## src/sv/hsg_pkg.sv

```systemverilog
`timescale 1ns / 1ps
// ----------------------------------------------------------------------------
// hsg_pkg: shared types and constants of the history score table
// Command codes, the request type carried from front to back, and the
// fixed field widths of the stream and configuration ports.
// ----------------------------------------------------------------------------
package hsg_pkg;

	typedef enum logic [1:0] {
		CMD_READ     = 2'd0,
		CMD_REWARD   = 2'd1,
		CMD_PENALIZE = 2'd2,
		CMD_CLEAR    = 2'd3
	} cmd_t;

	localparam int DEPTH_W = 7;
	localparam int SQ_W    = 2 * DEPTH_W;
	localparam int CFG_W   = 8;
	localparam int SCORE_W = 16;
	localparam int IN_W    = 32;
	localparam int PIECE_W = 3;
	localparam int SQR_W   = 6;
	// Products: |score| * bonus magnitude and the scaled penalty both fit
	// DIV_W bits. The divider takes the penalty numerator as its divisor.
	localparam int DIV_W   = 31;
	localparam int DVR_W   = 16;
	localparam int BMAG_W  = 15;
	localparam int SUM_W   = 19;
	// Reciprocal of a score limit of at least 256, scaled by 2^DIV_W.
	localparam int RCP_W   = 24;
	localparam int RP_W    = DIV_W + RCP_W;
	localparam int PULL_W  = SCORE_W + 1;
	localparam int QDEPTH  = 2;

	localparam logic CFG_PENALTY_NUM = 1'b0;
	localparam logic CFG_PENALTY_DEN = 1'b1;

	typedef struct packed {
		cmd_t            cmd;
		logic [SQ_W-1:0] sq;
	} op_t;

	localparam int OP_W = $bits(op_t);

endpackage

```

## src/sv/hsg_queue.sv

```systemverilog
`timescale 1ns / 1ps
// ----------------------------------------------------------------------------
// hsg_queue: short request queue between front and back
// A small first-in first-out buffer of QDEPTH entries.
// ----------------------------------------------------------------------------
module hsg_queue #(
	parameter int WIDTH = 40
) (
	input  logic             clk,
	input  logic             arst_n,
	input  logic             push,
	output logic             not_full,
	input  logic [WIDTH-1:0] push_data,
	input  logic             pop,
	output logic             not_empty,
	output logic [WIDTH-1:0] pop_data
);

	localparam int PTR_W = $clog2(hsg_pkg::QDEPTH);
	localparam int CNT_W = $clog2(hsg_pkg::QDEPTH + 1);

	logic [WIDTH-1:0] slot_q [hsg_pkg::QDEPTH];
	logic [PTR_W-1:0] wr_ptr_q, rd_ptr_q;
	logic [CNT_W-1:0] count_q;
	logic             do_push, do_pop;

	assign not_full  = (count_q != CNT_W'(hsg_pkg::QDEPTH));
	assign not_empty = (count_q != '0);
	assign do_push   = push && not_full;
	assign do_pop    = pop && not_empty;
	assign pop_data  = slot_q[rd_ptr_q];

	always_ff @(posedge clk or negedge arst_n) begin
		if (!arst_n) begin
			wr_ptr_q <= '0;
			rd_ptr_q <= '0;
			count_q  <= '0;
		end else begin
			if (do_push) begin
				wr_ptr_q <= (wr_ptr_q == PTR_W'(hsg_pkg::QDEPTH - 1)) ? '0 : wr_ptr_q + 1'b1;
			end
			if (do_pop) begin
				rd_ptr_q <= (rd_ptr_q == PTR_W'(hsg_pkg::QDEPTH - 1)) ? '0 : rd_ptr_q + 1'b1;
			end
			count_q <= count_q + CNT_W'(do_push) - CNT_W'(do_pop);
		end
	end

	always_ff @(posedge clk) begin
		if (do_push) slot_q[wr_ptr_q] <= push_data;
	end

endmodule

```

## config.mk

```make
export PLATFORM = sky130hd
export DESIGN_NAME = hsg_queue
export DESIGN_NICKNAME = d
export VERILOG_FILES = /design/src/sv/hsg_pkg.sv /design/src/sv/hsg_queue.sv
export SDC_FILE = /design/constraint.sdc
export NUM_CORES = 1
export LEC_CHECK = 0
export BUFFER_PORTS_ARGS = -buffer_cell sky130_fd_sc_hd__buf_2
export CAP_MARGIN = 5
export CORE_MARGIN = 2
export CORE_UTILIZATION = 51
export CTS_CLUSTER_SIZE = 10
export DETAILED_ROUTE_END_ITERATION = 8
export GPL_ROUTABILITY_DRIVEN = 0
export PLACE_DENSITY = 0.81
export SYNTH_ARGS = -nofsm -noshare
export SYNTH_HDL_FRONTEND = slang
export SYNTH_SLANG_ARGS = --single-unit
```

## constraint.sdc

```tcl
create_clock -name clk -period 3.1 [get_ports clk]
set_clock_uncertainty 0.1 [all_clocks]
set_input_delay 0.465 -clock clk [delete_from_list [all_inputs] [get_ports clk]]
set_output_delay 0.465 -clock clk [all_outputs]
set_load 0.01 [all_outputs]
```

* Word level (Yosys, flattened, before mapping) *
Memory sizes are Yosys's and may differ from the RTL's.
Cells that the tools add are included.

storage, ports and cells
  bits in registers = 4
  latch bits = 0
  RAM bits = 80
  bits in read-only memories = 0
  output and inout port bits = 42
  memories = 1

memories
  memory  words  width  rd ports  clocked after Yosys merged registers in  write ports  RTL line         source
  slot_q  2      40     1         0                                        1            hsg_queue.sv:22  logic [WIDTH-1:0] slot_q [hsg_pkg::QDEPTH];

cells by class
  add/sub/neg operators = 4
  multipliers = 0
  div/mod/pow operators = 0
  magnitude comparators = 0
  eq/ne operators = 1
  shift-type cells = 0
  mux-type cells = 4
  bitwise logic cells = 0
  reduce and logical (&&, ||, !) cells = 3

operators by type and width
  cell                   number
  $mux W1                4
  $add A1 B1 Y1 const B  2
  $add A2 B1 Y2          1
  $logic_and A1 B1 Y1    2
  $ne A2 B2 Y1 const B   1
  $reduce_bool A2 Y1     1
  $sub A2 B1 Y2          1

* Longest topological paths before layout *
  depth after elaboration = 4
  gate-level depth with buffers = 5

* Worst setup path before layout *
Ideal clock, no wire load.

  kind = register -> register
  start = register count_q[0]
  end = memory slot_q[0][0], enable pin
  setup time = 0.437 ns
  arrival time = 2.394 ns
  path slack = 0.169 ns
  cell stages (with the launch flop) = 4
  path through = dfrtp_1 > nand2b_1 > nand2_1 > nor2_1

between the ends
  longest elaborated chain between the ends = 4

ends and longest elaborated chain
  what                           RTL line         source
  from (decl)                    hsg_queue.sv:24  logic [CNT_W-1:0] count_q;
  from (signal assigned)         hsg_queue.sv:45  count_q <= count_q + CNT_W'(do_push) - CNT_W'(do_pop);
  $ne A2 B2 Y1                   hsg_queue.sv:27  assign not_full = (count_q != CNT_W'(hsg_pkg::QDEPTH));
  net not_full                   hsg_queue.sv:12  output logic not_full,
  $logic_and A1 B1 Y1            hsg_queue.sv:29  assign do_push = push && not_full;
  $mux W1                        hsg_queue.sv:50  if (do_push) slot_q[wr_ptr_q] <= push_data;
  $mux W1 (not written as such)  hsg_queue.sv:50
  to (decl)                      hsg_queue.sv:22

The timed path passes the listed nets, and every way through them passes these cells.

* Worst setup path after layout *
  start = register rd_ptr_q
  end = output port pop_data[29]

between the ends
  longest elaborated chain between the ends = 1

ends and longest elaborated chain
  what                    RTL line         source
  from (decl)             hsg_queue.sv:23  logic [PTR_W-1:0] wr_ptr_q, rd_ptr_q;
  from (signal assigned)  hsg_queue.sv:43  rd_ptr_q <= (rd_ptr_q == PTR_W'(hsg_pkg::QDEPTH - 1)) ? '0 : rd_ptr_q + 1'b1;
  $mem_v2 Z2 W40          --
  to (decl)               hsg_queue.sv:16  output logic [WIDTH-1:0] pop_data

No other way between the ends.

==> results.sh <==
export IMPL_grt_pass1_wl_um=7430
export IMPL_dp_hpwl_um=3410
export IMPL_critPathCaptureType="output pin"
export IMPL_fmax_mhz=407
export IMPL_wl_met2_um=2640
export IMPL_powerDensity_nw_per_um2=907
export IMPL_vias=1607
export IMPL_finalMaxSlewViolations=0
export IMPL_crit_arrival_ns=1.89
export IMPL_syn_num_nets=192
export IMPL_fin_area_sq_um=3840
export IMPL_cpPeakStageDelay_ns=0.97
export IMPL_gr_usage_all_layers_pct=15.8
export IMPL_required_ns=2.53
export IMPL_nets=286
export IMPL_rsz0062_at_grt="false"
export IMPL_dpl_cell_area_sq_um=3630
export IMPL_wl_met3_um=310
export IMPL_clockBufferDepth=2
export IMPL_io_pins=86
export IMPL_finalHoldViolCount=0
export IMPL_clock_latency_ns=0.33
export IMPL_h_tree_depth=3
export IMPL_fin_crit_sh_pct=79.3
export IMPL_cts_buffers=9
export IMPL_final_antenna_net_count=0
export IMPL_critPathBufInv=1
export IMPL_dr_pass1_iters=4
export IMPL_critPathSlowestCell="dfrtp_2"
export IMPL_die_h_um=82.1
export IMPL_min_path_type="in2reg"
export IMPL_port_buffers=85
export IMPL_cts_tree="done"
export IMPL_ir_drop_v=0.000688
export IMPL_setup_tns_ns=0
export IMPL_cap_violations=0
export IMPL_drc=0
export IMPL_clock_tree_root_cell="clkbuf_8"
export IMPL_period_minus_slack_ns=2.46
export IMPL_fp_coreArea_sq_um=5920
export IMPL_seq_area_sq_um=2500
export IMPL_syn_inst=147
export IMPL_worstMarginPinSlew_ns=0.913
export IMPL_path_cells="mux2_2 -> buf_2"
export IMPL_multi_input_area_sq_um=578
export IMPL_p_leak_nw=1.45
export IMPL_setup_viol=0
export IMPL_antenna_found_initial=0
export IMPL_seq_area_frac_synth_pct=80.5
export IMPL_post_cts_buffers=0
export IMPL_cts_sinks=84
export IMPL_syn_area_sq_um=3110
export IMPL_initial_core_util_pct=52.5
export IMPL_die_w_um=82.1
export IMPL_crit_type="reg2out"
export IMPL_ys_types=19
export IMPL_start_kind="flip-flop"
export IMPL_grt_pass1_vias=1596
export IMPL_crit_family="flip-flops"
export IMPL_yosys_warnings=0
export IMPL_cts_repair_resized=0
export IMPL_wire_per_inst_um=16.0
export IMPL_top_layer="met4"
export IMPL_antenna_cells=0
export IMPL_fill_cells=446
export IMPL_areaGrowthSynthToFinish_pct=23.7
export IMPL_dieArea_sq_um=6730
export IMPL_outcome="finished, final reports clean"
export IMPL_cp_max_fo=41
export IMPL_ys_seq_elements=84
export IMPL_slew_headroom_pct=39.1
export IMPL_via_per_inst=5.02
export IMPL_wl_um=5130
export IMPL_power_mw=3.49
export IMPL_clk_pin_slew_ns=0.08
export IMPL_num_rows=28
export IMPL_grt_ovfl_total=0
export IMPL_grt_max_degree=42
export IMPL_drive_above_1_share_pct=58.0
export IMPL_first_iter_violations=56
export IMPL_wl_met1_um=2130
export IMPL_avgSynthCellArea_sq_um=21.1
-- metal layers --
layer	vias up	global-route usage, %
li1	761	-
met1	788	19.7
met2	53	25.1
met3	5	4.73
met4	0	8.00
met5	-	0
-- where the power goes --
part	switching (mW)	total (mW)	internal [mW]	leakage, nW
Sequential	0.179	1.73	1.55	0.791
Clock	0.351	0.797	0.447	0.102
Combinational	0.464	0.958	0.494	0.559
Total	0.993	3.49	2.49	1.45
-- final timing paths --
kind / startpoint / endpoint / slack (ns) / cells after the start
min in group asynchronous: arst_n / count_q[0]$_DFF_PN0_ / 0.36 / 2
min reg2reg: wr_ptr_q$_DFFE_PN0P_ / wr_ptr_q$_DFFE_PN0P_ / 0.47 / 1
min: push_data[32] / slot_q[0][32]$_DFFE_PP_ / 0.21 / 1
max in group asynchronous: arst_n / rd_ptr_q$_DFFE_PN0P_ / 2.40 / 2
max: rd_ptr_q$_DFFE_PN0P_ / pop_data[29] / 0.64 / 2
max reg2reg: count_q[0]$_DFF_PN0_ / slot_q[1][0]$_DFFE_PP_ / 1.17 / 3
-- synth_stat cells --
cell / n / area, sq um
edfxtp_1: 80 / 2400
mux2_2: 37 / 417
buf_4: 4 / 30.0
dfrtp_1: 4 / 100
mux2_1: 3 / 33.8
nor2_1: 3 / 11.3
xnor2_1: 3 / 26.3
nand2_1: 2 / 7.51
a211oi_1: 1 / 7.51
a21bo_1: 1 / 10.0
a32oi_1: 1 / 8.76
and3_1: 1 / 6.26
buf_2: 1 / 5.00
ha_1: 1 / 12.5
nand2b_1: 1 / 6.26
nand3_1: 1 / 5.00
nor2b_1: 1 / 6.26
o21ai_0: 1 / 5.00
or2_2: 1 / 6.26
-- registers in the layout, indices dropped and copies added, names as in the netlist --
register,cells
slot_q,80
count_q,2
wr_ptr_q,1
rd_ptr_q,1
-- per-stage QoR --
step                      hold WS (ns)  cells  util (%)  setup WS [ns]
after floorplan                 0.0694    147         -          0.169
after global placement           0.176    304      61.3          0.957
after detailed placement         0.180    304      61.3          0.966
after CTS                        0.189    320      64.9          0.590
after global routing             0.184    320      64.9          0.509
final                            0.209    320      64.9          0.643
-- placed cells by master (no fill, tap or decap), types with 2 or more instances in the layout --
master,synthesis,routed
dfrtp_1,4,3
bufinv_16,0,2
mux2_2,37,37
buf_2,1,85
clkbuf_8,0,9
nor2_1,3,2
edfxtp_1,80,80
nand2_1,2,2
xnor2_1,3,3
clkinv_2,0,2
mux2_1,3,3
-- timing repair --
action / CTS / global route
hold buffers: 1 / 0
endpoints found under the hold margin: 4 / 0
setup endpoints to repair: 0 / 0
-- area by class of cell --
| cell class | count | share of cell area (%) |
|---|---|---|
| timing repair buffer | 88 | 12.0 |
| clock buffer | 10 | 3.32 |
| multi-input combinational | 58 | 15.0 |
| clock inverter | 5 | 2.02 |
| sequential | 84 | 65.1 |
| tap | 75 | 2.44 |
-- worst register-to-register path, delay by kind of cell (launching register included) --
family / cells / cell delay [ns]
AND/OR/NAND/NOR: 2 / 0.68
flip-flops: 1 / 0.44
buffers and inverters: 1 / 0.39
-- cell families (layout without fill, tap and decap cells) --
family,Yosys count,after routing,share of synthesized area (%)
mux,40,40,14.5
buf+inv,5,103,1.13
xor+xnor,3,3,0.846
flops,84,84,80.5
compound gates,4,4,1.01
fa+ha+maj,1,1,0.403
simple gates,10,10,1.57
Note: power is estimated with default switching activity, not from simulation.
