[config.mk]
export PLATFORM = sky130hd
export DESIGN_NAME = hsg_front
export DESIGN_NICKNAME = d
export VERILOG_FILES = /design/src/sv/hsg_pkg.sv /design/src/sv/hsg_front.sv
export SDC_FILE = /design/constraint.sdc
export NUM_CORES = 1
export LEC_CHECK = 0
export CAP_MARGIN = 10
export CORE_ASPECT_RATIO = 0.8
export CORE_MARGIN = 10
export CORE_UTILIZATION = 63
export DETAILED_ROUTE_END_ITERATION = 10
export DONT_BUFFER_PORTS = 1
export PLACE_DENSITY_LB_ADDON = 0.15
export SYNTH_ARGS = -nofsm -noshare
export SYNTH_HDL_FRONTEND = slang
export SYNTH_SLANG_ARGS = --single-unit
[constraint.sdc]
create_clock -name clk -period 2.8 [get_ports clk]
set_input_delay 0.14 -clock clk [delete_from_list [all_inputs] [get_ports clk]]
set_output_delay 0.14 -clock clk [all_outputs]
set_load 0.03 [all_outputs]
[src/sv/hsg_pkg.sv]
`timescale 1ns / 1ps
// ----------------------------------------------------------------------------
// hsg_pkg: shared types and constants of the history score table
// Command codes, the request type carried from front to back, and the
// fixed field widths of the stream and configuration ports.
// ----------------------------------------------------------------------------
package hsg_pkg;

	typedef enum logic [1:0] {
		CMD_READ     = 2'd0,
		CMD_REWARD   = 2'd1,
		CMD_PENALIZE = 2'd2,
		CMD_CLEAR    = 2'd3
	} cmd_t;

	localparam int DEPTH_W = 7;
	localparam int SQ_W    = 2 * DEPTH_W;
	localparam int CFG_W   = 8;
	localparam int SCORE_W = 16;
	localparam int IN_W    = 32;
	localparam int PIECE_W = 3;
	localparam int SQR_W   = 6;
	// Products: |score| * bonus magnitude and the scaled penalty both fit
	// DIV_W bits. The divider takes the penalty numerator as its divisor.
	localparam int DIV_W   = 31;
	localparam int DVR_W   = 16;
	localparam int BMAG_W  = 15;
	localparam int SUM_W   = 19;
	// Reciprocal of a score limit of at least 256, scaled by 2^DIV_W.
	localparam int RCP_W   = 24;
	localparam int RP_W    = DIV_W + RCP_W;
	localparam int PULL_W  = SCORE_W + 1;
	localparam int QDEPTH  = 2;

	localparam logic CFG_PENALTY_NUM = 1'b0;
	localparam logic CFG_PENALTY_DEN = 1'b1;

	typedef struct packed {
		cmd_t            cmd;
		logic [SQ_W-1:0] sq;
	} op_t;

	localparam int OP_W = $bits(op_t);

endpackage

[src/sv/hsg_front.sv]
`timescale 1ns / 1ps
// ----------------------------------------------------------------------------
// hsg_front: request intake and table index build
// Unpacks a request, saturates the index parts, builds the mixed-radix
// table index over three stages and squares the depth.
// ----------------------------------------------------------------------------
module hsg_front #(
	parameter int PIECE_CODES = 8,
	parameter int SQUARES     = 64,
	parameter int ADDR_W      = 19
) (
	input  logic                       clk,
	input  logic                       arst_n,
	input  logic                       enable,
	input  logic                       in_valid,
	output logic                       in_ready,
	input  logic [hsg_pkg::IN_W-1:0]   in_data,
	output logic                       out_valid,
	input  logic                       out_ready,
	output hsg_pkg::op_t               out_op,
	output logic [ADDR_W-1:0]          out_index
);

	logic                         valid_s1, valid_s2, valid_s3;
	logic                         adv1, adv2, adv3;
	hsg_pkg::op_t                 op_s1, op_s2, op_s3;
	logic [ADDR_W-1:0]            hi_s1, lo_s1, psq_s1;
	logic [ADDR_W-1:0]            hi_s2, lo_s2;
	logic [ADDR_W-1:0]            index_s3;

	logic [1:0]                   f_cmd;
	logic                         f_side;
	logic [hsg_pkg::PIECE_W-1:0]  f_prev_piece, f_reply_piece;
	logic [hsg_pkg::SQR_W-1:0]    f_prev_sq, f_reply_sq;
	logic [hsg_pkg::DEPTH_W-1:0]  f_depth;
	logic [ADDR_W-1:0]            pp_sat, rp_sat, ps_sat, rs_sat;

	// tdata: command, side, prev_piece, prev_to_square, reply_piece,
	// reply_to_square, depth from bit 0 up.
	always_comb begin
		f_cmd         = in_data[1:0];
		f_side        = in_data[2];
		f_prev_piece  = in_data[5:3];
		f_prev_sq     = in_data[11:6];
		f_reply_piece = in_data[14:12];
		f_reply_sq    = in_data[20:15];
		f_depth       = in_data[27:21];

		pp_sat = (32'(f_prev_piece) >= PIECE_CODES) ? ADDR_W'(PIECE_CODES - 1)
			: ADDR_W'(f_prev_piece);
		rp_sat = (32'(f_reply_piece) >= PIECE_CODES) ? ADDR_W'(PIECE_CODES - 1)
			: ADDR_W'(f_reply_piece);
		ps_sat = (32'(f_prev_sq) >= SQUARES) ? ADDR_W'(SQUARES - 1) : ADDR_W'(f_prev_sq);
		rs_sat = (32'(f_reply_sq) >= SQUARES) ? ADDR_W'(SQUARES - 1) : ADDR_W'(f_reply_sq);
	end

	assign adv3     = !valid_s3 || out_ready;
	assign adv2     = !valid_s2 || adv3;
	assign adv1     = !valid_s1 || adv2;
	assign in_ready = adv1 && enable;

	always_ff @(posedge clk or negedge arst_n) begin
		if (!arst_n) begin
			valid_s1 <= 1'b0;
			valid_s2 <= 1'b0;
			valid_s3 <= 1'b0;
		end else begin
			if (adv1) valid_s1 <= in_valid && enable;
			if (adv2) valid_s2 <= valid_s1;
			if (adv3) valid_s3 <= valid_s2;
		end
	end

	always_ff @(posedge clk) begin
		if (adv1) begin
			op_s1.cmd <= hsg_pkg::cmd_t'(f_cmd);
			op_s1.sq  <= hsg_pkg::SQ_W'(f_depth) * hsg_pkg::SQ_W'(f_depth);
			hi_s1     <= ADDR_W'(f_side) * ADDR_W'(PIECE_CODES) + pp_sat;
			lo_s1     <= rp_sat * ADDR_W'(SQUARES) + rs_sat;
			psq_s1    <= ps_sat;
		end
		if (adv2) begin
			op_s2 <= op_s1;
			hi_s2 <= hi_s1 * ADDR_W'(SQUARES) + psq_s1;
			lo_s2 <= lo_s1;
		end
		if (adv3) begin
			op_s3    <= op_s2;
			index_s3 <= hi_s2 * ADDR_W'(PIECE_CODES * SQUARES) + lo_s2;
		end
	end

	assign out_valid = valid_s3;
	assign out_op    = op_s3;
	assign out_index = index_s3;

endmodule

# Word-level counts from Yosys, hierarchy flattened
# Index checks and enable logic that the tools add are counted.
dict set report totals {
  inputBits 37
  output_inout_bits 37
  wordCells 28
  ff_bits 128
}
dict set report classes {
  mul 1
  n_reduce_logical 8
  n_addsub 4
}
# cell n
set ops {}
lappend ops {{$add A19 B19 Y19} 1}
lappend ops {{$mul A7 B7 Y14} 1}
lappend ops {{$add A10 B6 Y10} 1}
lappend ops {{$add A9 B6 Y10} 1}
lappend ops {{$add A4 B3 Y4} 1}
lappend ops {{$logic_not A1 Y1} 3}
lappend ops {{$logic_or A1 B1 Y1} 3}
lappend ops {{$logic_and A1 B1 Y1} 2}

# Longest topological paths before layout
# Gate-level depths: netlist of run 1.
dict set report depth {
  depth_word 5
  depth_mapped 17
  depth_no_buf 16
}

# Least setup slack after synthesis of run 1
# Ideal clock, no wire load.
dict set report synth_path {
  path_kind {in2reg}
  start {in in_data[21] in the netlist's numbering}
  end {reg op_s1[10] in the netlist's numbering, data pin}
  required_time_ns 2.541
  arrival_time_ns 3.732
  setup_ns 0.259
  n_path_buf 1
  path_stages 17
  slack_ns -1.191
  path_cell_list {clkbuf_1 nand2_1 xor2_1 ha_1 inv_1 fa_1 inv_1 fa_1 inv_1 fa_1 inv_1 ha_1 o21a_2 a21oi_2 nor2b_1 o41a_1 xor2_1}
}
dict set report synth_between {
  elab_chain_len 1
}
# element line_no
set synth_lines {}
lappend synth_lines {{start: declaration} hsg_front.sv:17} ;# input logic [hsg_pkg::IN_W-1:0] in_data,
lappend synth_lines {{$mul A7 B7 Y14} hsg_front.sv:77} ;# op_s1.sq <= hsg_pkg::SQ_W'(f_depth) * hsg_pkg::SQ_W'(f_depth);
lappend synth_lines {{end: declaration} hsg_front.sv:26} ;# hsg_pkg::op_t op_s1, op_s2, op_s3;
# Every way passes these cells.
# A chain may end at the register's enable or synchronous reset.

# Worst setup path in the final report of run 1
dict set report layout_path {
  start {in in_data[22] in the netlist's numbering}
  end {reg op_s1[10] in the netlist's numbering, data pin}
}
# Same word-level chain as after synthesis.

==> flow_metrics.tcl, run 1 <==
set metrics [dict create \
    grt.total_usage 0.157 \
    hold_class "input port to asynchronous set/reset pin" \
    nFillCells 363 \
    synth_top_area_share 0.695 \
    synth_seq_cells 105 \
    crit_fanout 11 \
    maxCapViolations 0 \
    remaining_drc_errors 0 \
    worst_slack_ps -345 \
    cp_top_family "adder cells" \
    finalHoldViolations 0 \
    slowest_delay_ps 490 \
    finalCriticalPeriod_ps 3150 \
    slowest_stage "fa_1" \
    synth_edf_count 102 \
    avgSynthCellArea_um2 16.8 \
    dieArea_mm2 0.0108 \
    grt_pass1_vias 2404 \
    max-vdd-ir-drop_uv 358 \
    rr_endpoint "psq_s1[0]" \
    root_buffer "clkbuf_8" \
    powerDensity_mw_per_mm2 781 \
    drive_gt1_frac 0.243 \
    overflow 0 \
    setup_viol 8 \
    syn_inst 263 \
    cts_buffers 9 \
    worstSetupPathType "input port to register" \
    path_cells "nand2_8 > xor2_1 > ha_1 > inv_2 > fa_1 > inv_1 > fa_1 > inv_1 > fa_1 > inv_2 > ha_4 > o21a_4 > a21oi_2 > nor2b_2 > o41a_1 > xor2_1" \
    synth.mux.area_fraction 0.00227 \
    post_drt_wl_per_cell_um 19.3 \
    synthFlopType "edfxtp_1" \
    clk_latency_ps 370 \
    grt_max_degree 36 \
    synth_area_mm2 0.00441 \
    synth_cell_types 36 \
    rsz0062_at_grt "true" \
    timing.rr.start "out_valid" \
    skew_ps 18.8 \
    ys_warn_count 0 \
    failed_checks "negative setup slack" \
    setup.worst_path.end_class "register" \
    cpMostUsedCell "fa_1" \
    synth_common_cells "edfxtp_1, ha_1, inv_1" \
    start_util 0.646 \
    portBuffers 0 \
    dpl.hpwl_mm 5.45 \
    die_h_um 94.8 \
    fmax_mhz 318 \
    rrSetupSlack_ps 1160 \
    n_antenna_cell 0 \
    antenna_left 0 \
    synth_compound_area_frac 0.0389 \
    grt_pass1_wl_mm 12.9 \
    core_mm2 0.00682 \
    cts.clk_slew.worst_paths_ps 100 \
    htreeDepth 3 \
    synthesis.nets 339 \
    synth_xor_area_frac 0.0298 \
    critical_path_depth 16 \
    synth_top_family_by_area "adder cells" \
    timing.final.crit_share 1.12 \
    p_leak_nw 2.21 \
    rows 27 \
    synth-simple-area-share 0.0608 \
    areaGrowthSynthToFinish_pct 22.7 \
    start_kind "input port" \
    cp.arrival_ps 3260 \
    synth_area_leader_cell "edfxtp_1" \
    die_w_um 113 \
    dr.pass1.iters 4 \
    reg2reg_depth 3 \
    drt_iter0_drc 111 \
    viasPerCell 5.47 \
    yosys.area_share.adder 0.133 \
    crit_required_ps 2920 \
    vias 2341 \
    synth-seq-area-share 0.712 \
    gp_congestion 0.791 \
    cp_num_buf_inv 4 \
    ys_async_sr_fraction 0.0286 \
    io_pins 74 \
    antenna_found_initial 0 \
    yosysMostFrequentCell "edfxtp_1" \
    clock_sinks 105 \
    dp_slack_ps -902 \
    final_nets 412 \
    cts_buffer_depth 2 \
    final_max_slew_viol_count 0 \
    final_cells 428 \
    cts_tree "built" \
    outcome "finished with violations" \
    dp.cells 381 \
    wl_mm 8.24 \
    yosys-top-cells-area "edfxtp_1, ha_1, fa_1" \
]
-- state kept, by name (all words and copies together) (netlist names) --
register and count:
valid_s2 1, hi_s1 4, psq_s1 6, op_s2 15, out_index 19, out_valid 1, valid_s1 1, hi_s2 10
out_op 15, lo_s1 9, op_s1 15, lo_s2 9
-- logic make-up after synthesis --
logic type / Yosys count
flip-flops: 105
AND/OR/NAND/NOR: 52
adder cells (fa/ha/maj): 39
AO/OA/AOI/OAI: 25
buffers and inverters: 25
XOR/XNOR: 15
other: 1
multiplexers: 1
-- stage by stage --
step           hold WS, ps  instance area [um^2]  utilization  power (mW)  setup TNS (ps)
6_report              5.83                  5400        0.792        4.22           -1980
5_1_grt               8.38                  5400        0.792        4.43           -2970
4_1_cts               16.8                  5350        0.784        4.15           -1740
3_5_place_dp          -155                  4840        0.710        3.25           -5960
3_3_place_gp          -156                  4840        0.710        3.20           -5490
2_1_floorplan         -156                  4550            -        2.97           -4500
-- cell usage in the layout (no fill, tap or decap), drive strengths merged, types with 2 or more instances in the layout --
cell type	netlist	routed
xor2	6	6
buf	1	41
inv	20	21
clkinvlp	0	2
nor2b	4	4
a21o	4	4
dfrtp	3	3
edfxtp	102	102
clkinv	0	4
nand2b	3	3
a21oi	8	8
nor2	7	7
nor3b	2	2
a211oi	2	2
clkbuf	4	9
o21ai	4	4
dlygate4sd3	0	26
nand2	16	16
and2	13	13
and3	3	3
ha	26	26
fa	13	13
xnor2	9	9
-- power breakdown --
group          switching [mW]  internal (mW)  total [mW]
Sequential              0.308           2.11        2.41
Clock                   0.505          0.322       0.827
Combinational           0.476          0.504       0.980
Total                    1.29           2.93        4.22
-- worst max-delay path by stage --
stage,from,end,slack [ps]
final,in_data[22],op_s1[10],-350
after global routing,in_data[22],op_s1[11],-470
after CTS,in_data[22],op_s1[10],-340
after detailed placement,in_data[23],op_s1[10],-900
after global placement,in_data[23],op_s1[10],-810
after floorplan,in_data[22],op_s1[10],-810
-- layout make-up --
cell class / count / area, um^2 / share of cell area
sequential: 105 / 3140 / 0.581
multi-input combinational: 133 / 1330 / 0.246
timing repair buffer: 67 / 579 / 0.107
clock buffer: 9 / 124 / 0.0229
tap: 87 / 109 / 0.0201
inverter: 20 / 77.6 / 0.0144
clock inverter: 7 / 46.3 / 0.00857
-- metal layers --
metal  track usage  vias up  wire length (um)
met2         0.253       76              3950
met1         0.194     1154              3650
li1              -     1096                 -
met3        0.0520       15               464
met5             0        -                 0
met4        0.0601        0               182
-- what timing repair did --
| item | 4_1_cts | 5_1_grt |
|---|---|---|
| resized for setup | 14 | 8 |
| buffers inserted | 2 | 3 |
| hold buffers | 26 | 0 |
| pin swaps | 12 | 1 |
| endpoints found under the hold margin | 27 | 0 |
| setup endpoints to repair | 8 | 8 |
Note: power is estimated with default switching activity, not from simulation.
==> inputs of run 2 (changes only) <==
- CORE_ASPECT_RATIO: 0.8 -> default
==> run 2 against run 1 <==
Compared with the run above:
- wire length down 3.9%
- critical path depth unchanged
- die area down 0.19%
- first-iteration DRC count up 12%
- the run still ends with negative setup slack left
- critical endpoint unchanged
- largest power group unchanged
==> flow_metrics.tcl, run 2 (synthesis results as in run 1) <==
set metrics [dict create \
    cp_top_family "adder cells" \
    largest_reg_flops 19 \
    die_h_um 104 \
    outcome "finished with violations" \
    fin_setup_tns_ps -2110 \
    internal_power_mw 2.88 \
    rr_endpoint "op_s1[11]" \
    rsz0062_at_grt "true" \
    dp.cells 389 \
    grt_max_degree 30 \
    slowest_stage "fa_1" \
    worst_slack_ps -387 \
    fmax_mhz 314 \
    reg2reg_depth 3 \
    power_frac_clock 0.204 \
    portBuffers 0 \
    areaGrowthSynthToFinish_pct 21.3 \
    netSwitchingPower_mw 1.22 \
    finalHoldViolations 0 \
    final_max_slew_viol_count 0 \
    crit_required_ps 2920 \
    cts_buffer_depth 2 \
    antenna_left 0 \
    final_common_cell "edfxtp_1" \
    power.switching_fraction 0.298 \
    core_mm2 0.00679 \
    die_w_um 104 \
    grt_pass1_wl_mm 12.8 \
    start_kind "input port" \
    p_leak_nw 2.18 \
    failed_checks "negative setup slack" \
    wl_mm 7.92 \
    post_drt_wl_per_cell_um 18.3 \
    dpl.hpwl_mm 5.42 \
    n_antenna_cell 0 \
    overflow 0 \
    cp_num_buf_inv 4 \
    powerDensity_mw_per_mm2 768 \
    clk_latency_ps 360 \
    final_cell_mix "edfxtp_1, buf_4, dlygate4sd3_1" \
    gp_congestion 0.771 \
    cts_tree "built" \
    cts_buffers 9 \
    final_nets 408 \
    antenna_found_initial 0 \
    timing.final.crit_share 1.14 \
    io_pins 74 \
    final_core_util 0.787 \
    dr.pass1.iters 4 \
    start_util 0.648 \
    root_buffer "clkbuf_8" \
    drt_iter0_drc 124 \
    rrSetupSlack_ps 930 \
    timing.rr.start "out_valid" \
    maxCapViolations 0 \
    setup_viol 7 \
    grt_pass1_vias 2493 \
    rows 30 \
    finalCriticalPeriod_ps 3190 \
    clock_sinks 105 \
    skew_ps 15.6 \
    crit_fanout 7 \
    worstSetupPathType "input port to register" \
    cp.arrival_ps 3310 \
    critical_path_depth 16 \
    power_frac_seq 0.585 \
    htreeDepth 3 \
    path_cells "nand2_8 > xor2_1 > ha_1 > inv_2 > fa_1 > inv_2 > fa_1 > inv_1 > fa_1 > inv_2 > ha_4 > o21a_4 > a21oi_2 > nor2b_1 > o41a_1 > xor2_1" \
    slowest_delay_ps 510 \
    viasPerCell 5.23 \
    cts.clk_slew.worst_paths_ps 100 \
    dp_slack_ps -943 \
    drive_gt1_frac 0.223 \
    final_cells 433 \
    max-vdd-ir-drop_uv 369 \
    setup.worst_path.end_class "register" \
    hold_class "input port to asynchronous set/reset pin" \
    dieArea_mm2 0.0107 \
    remaining_drc_errors 0 \
    combPwrFrac 0.211 \
    grt.total_usage 0.151 \
    vias 2263 \
]
## run 2: worst max-delay path by stage
stage                     end         from  slack (ps)
finish              op_s1[10]  in_data[27]        -390
global route        op_s1[13]  in_data[22]        -490
CTS                 op_s1[10]  in_data[27]        -390
detailed placement  op_s1[10]  in_data[23]        -940
global placement    op_s1[10]  in_data[23]        -800
floorplan           op_s1[10]  in_data[22]        -810
## run 2: metal layers
metal,share of wire,up-vias,global-route usage
met4,0.015,0,0.0565
li1,-,1081,-
met5,0,-,0
met2,0.53,67,0.269
met3,0.068,11,0.0465
met1,0.38,1104,0.164
## run 2: metrics by stage
stage          power [mW]  hold slack, ps  cell area [um^2]
3_3_place_gp         3.19            -155              4850
5_1_grt              4.32            38.2              5350
4_1_cts              4.10            46.6              5340
2_1_floorplan        2.97            -156              4550
6_report             4.11            45.4              5350
3_5_place_dp         3.25            -155              4850
## run 2: worst register-to-register path, delay by kind of cell, from the launching register on
kind / cells / cell delay, ps
simple gates: 2 / 680
flops: 1 / 550
buf+inv: 1 / 350
## run 2: cell type report
type	count	area (um^2)
clock buffer	10	128
clock inverter	6	52.6
fill	362	1450
inverter	20	77.6
multi-input combinational	133	1290
sequential	105	3140
tap	96	120
timing repair buffer	63	538
## run 2: power by group through the flow
stage          sequential (mW)  clock (mW)  combinational, mW
2_1_floorplan             2.39           0              0.577
6_report                  2.40       0.836              0.867
3_3_place_gp              2.42           0              0.768
4_1_cts                   2.40       0.833              0.866
5_1_grt                   2.43       0.910              0.976
3_5_place_dp              2.44           0              0.808
## run 2: timing repair
item	in CTS	in global routing
endpoints found under the setup margin	7	7
endpoints found under the hold margin	27	0
pin swaps	10	7
gates resized for setup	9	2
hold buffers	26	0
gates cloned	0	0
buffers inserted	1	2
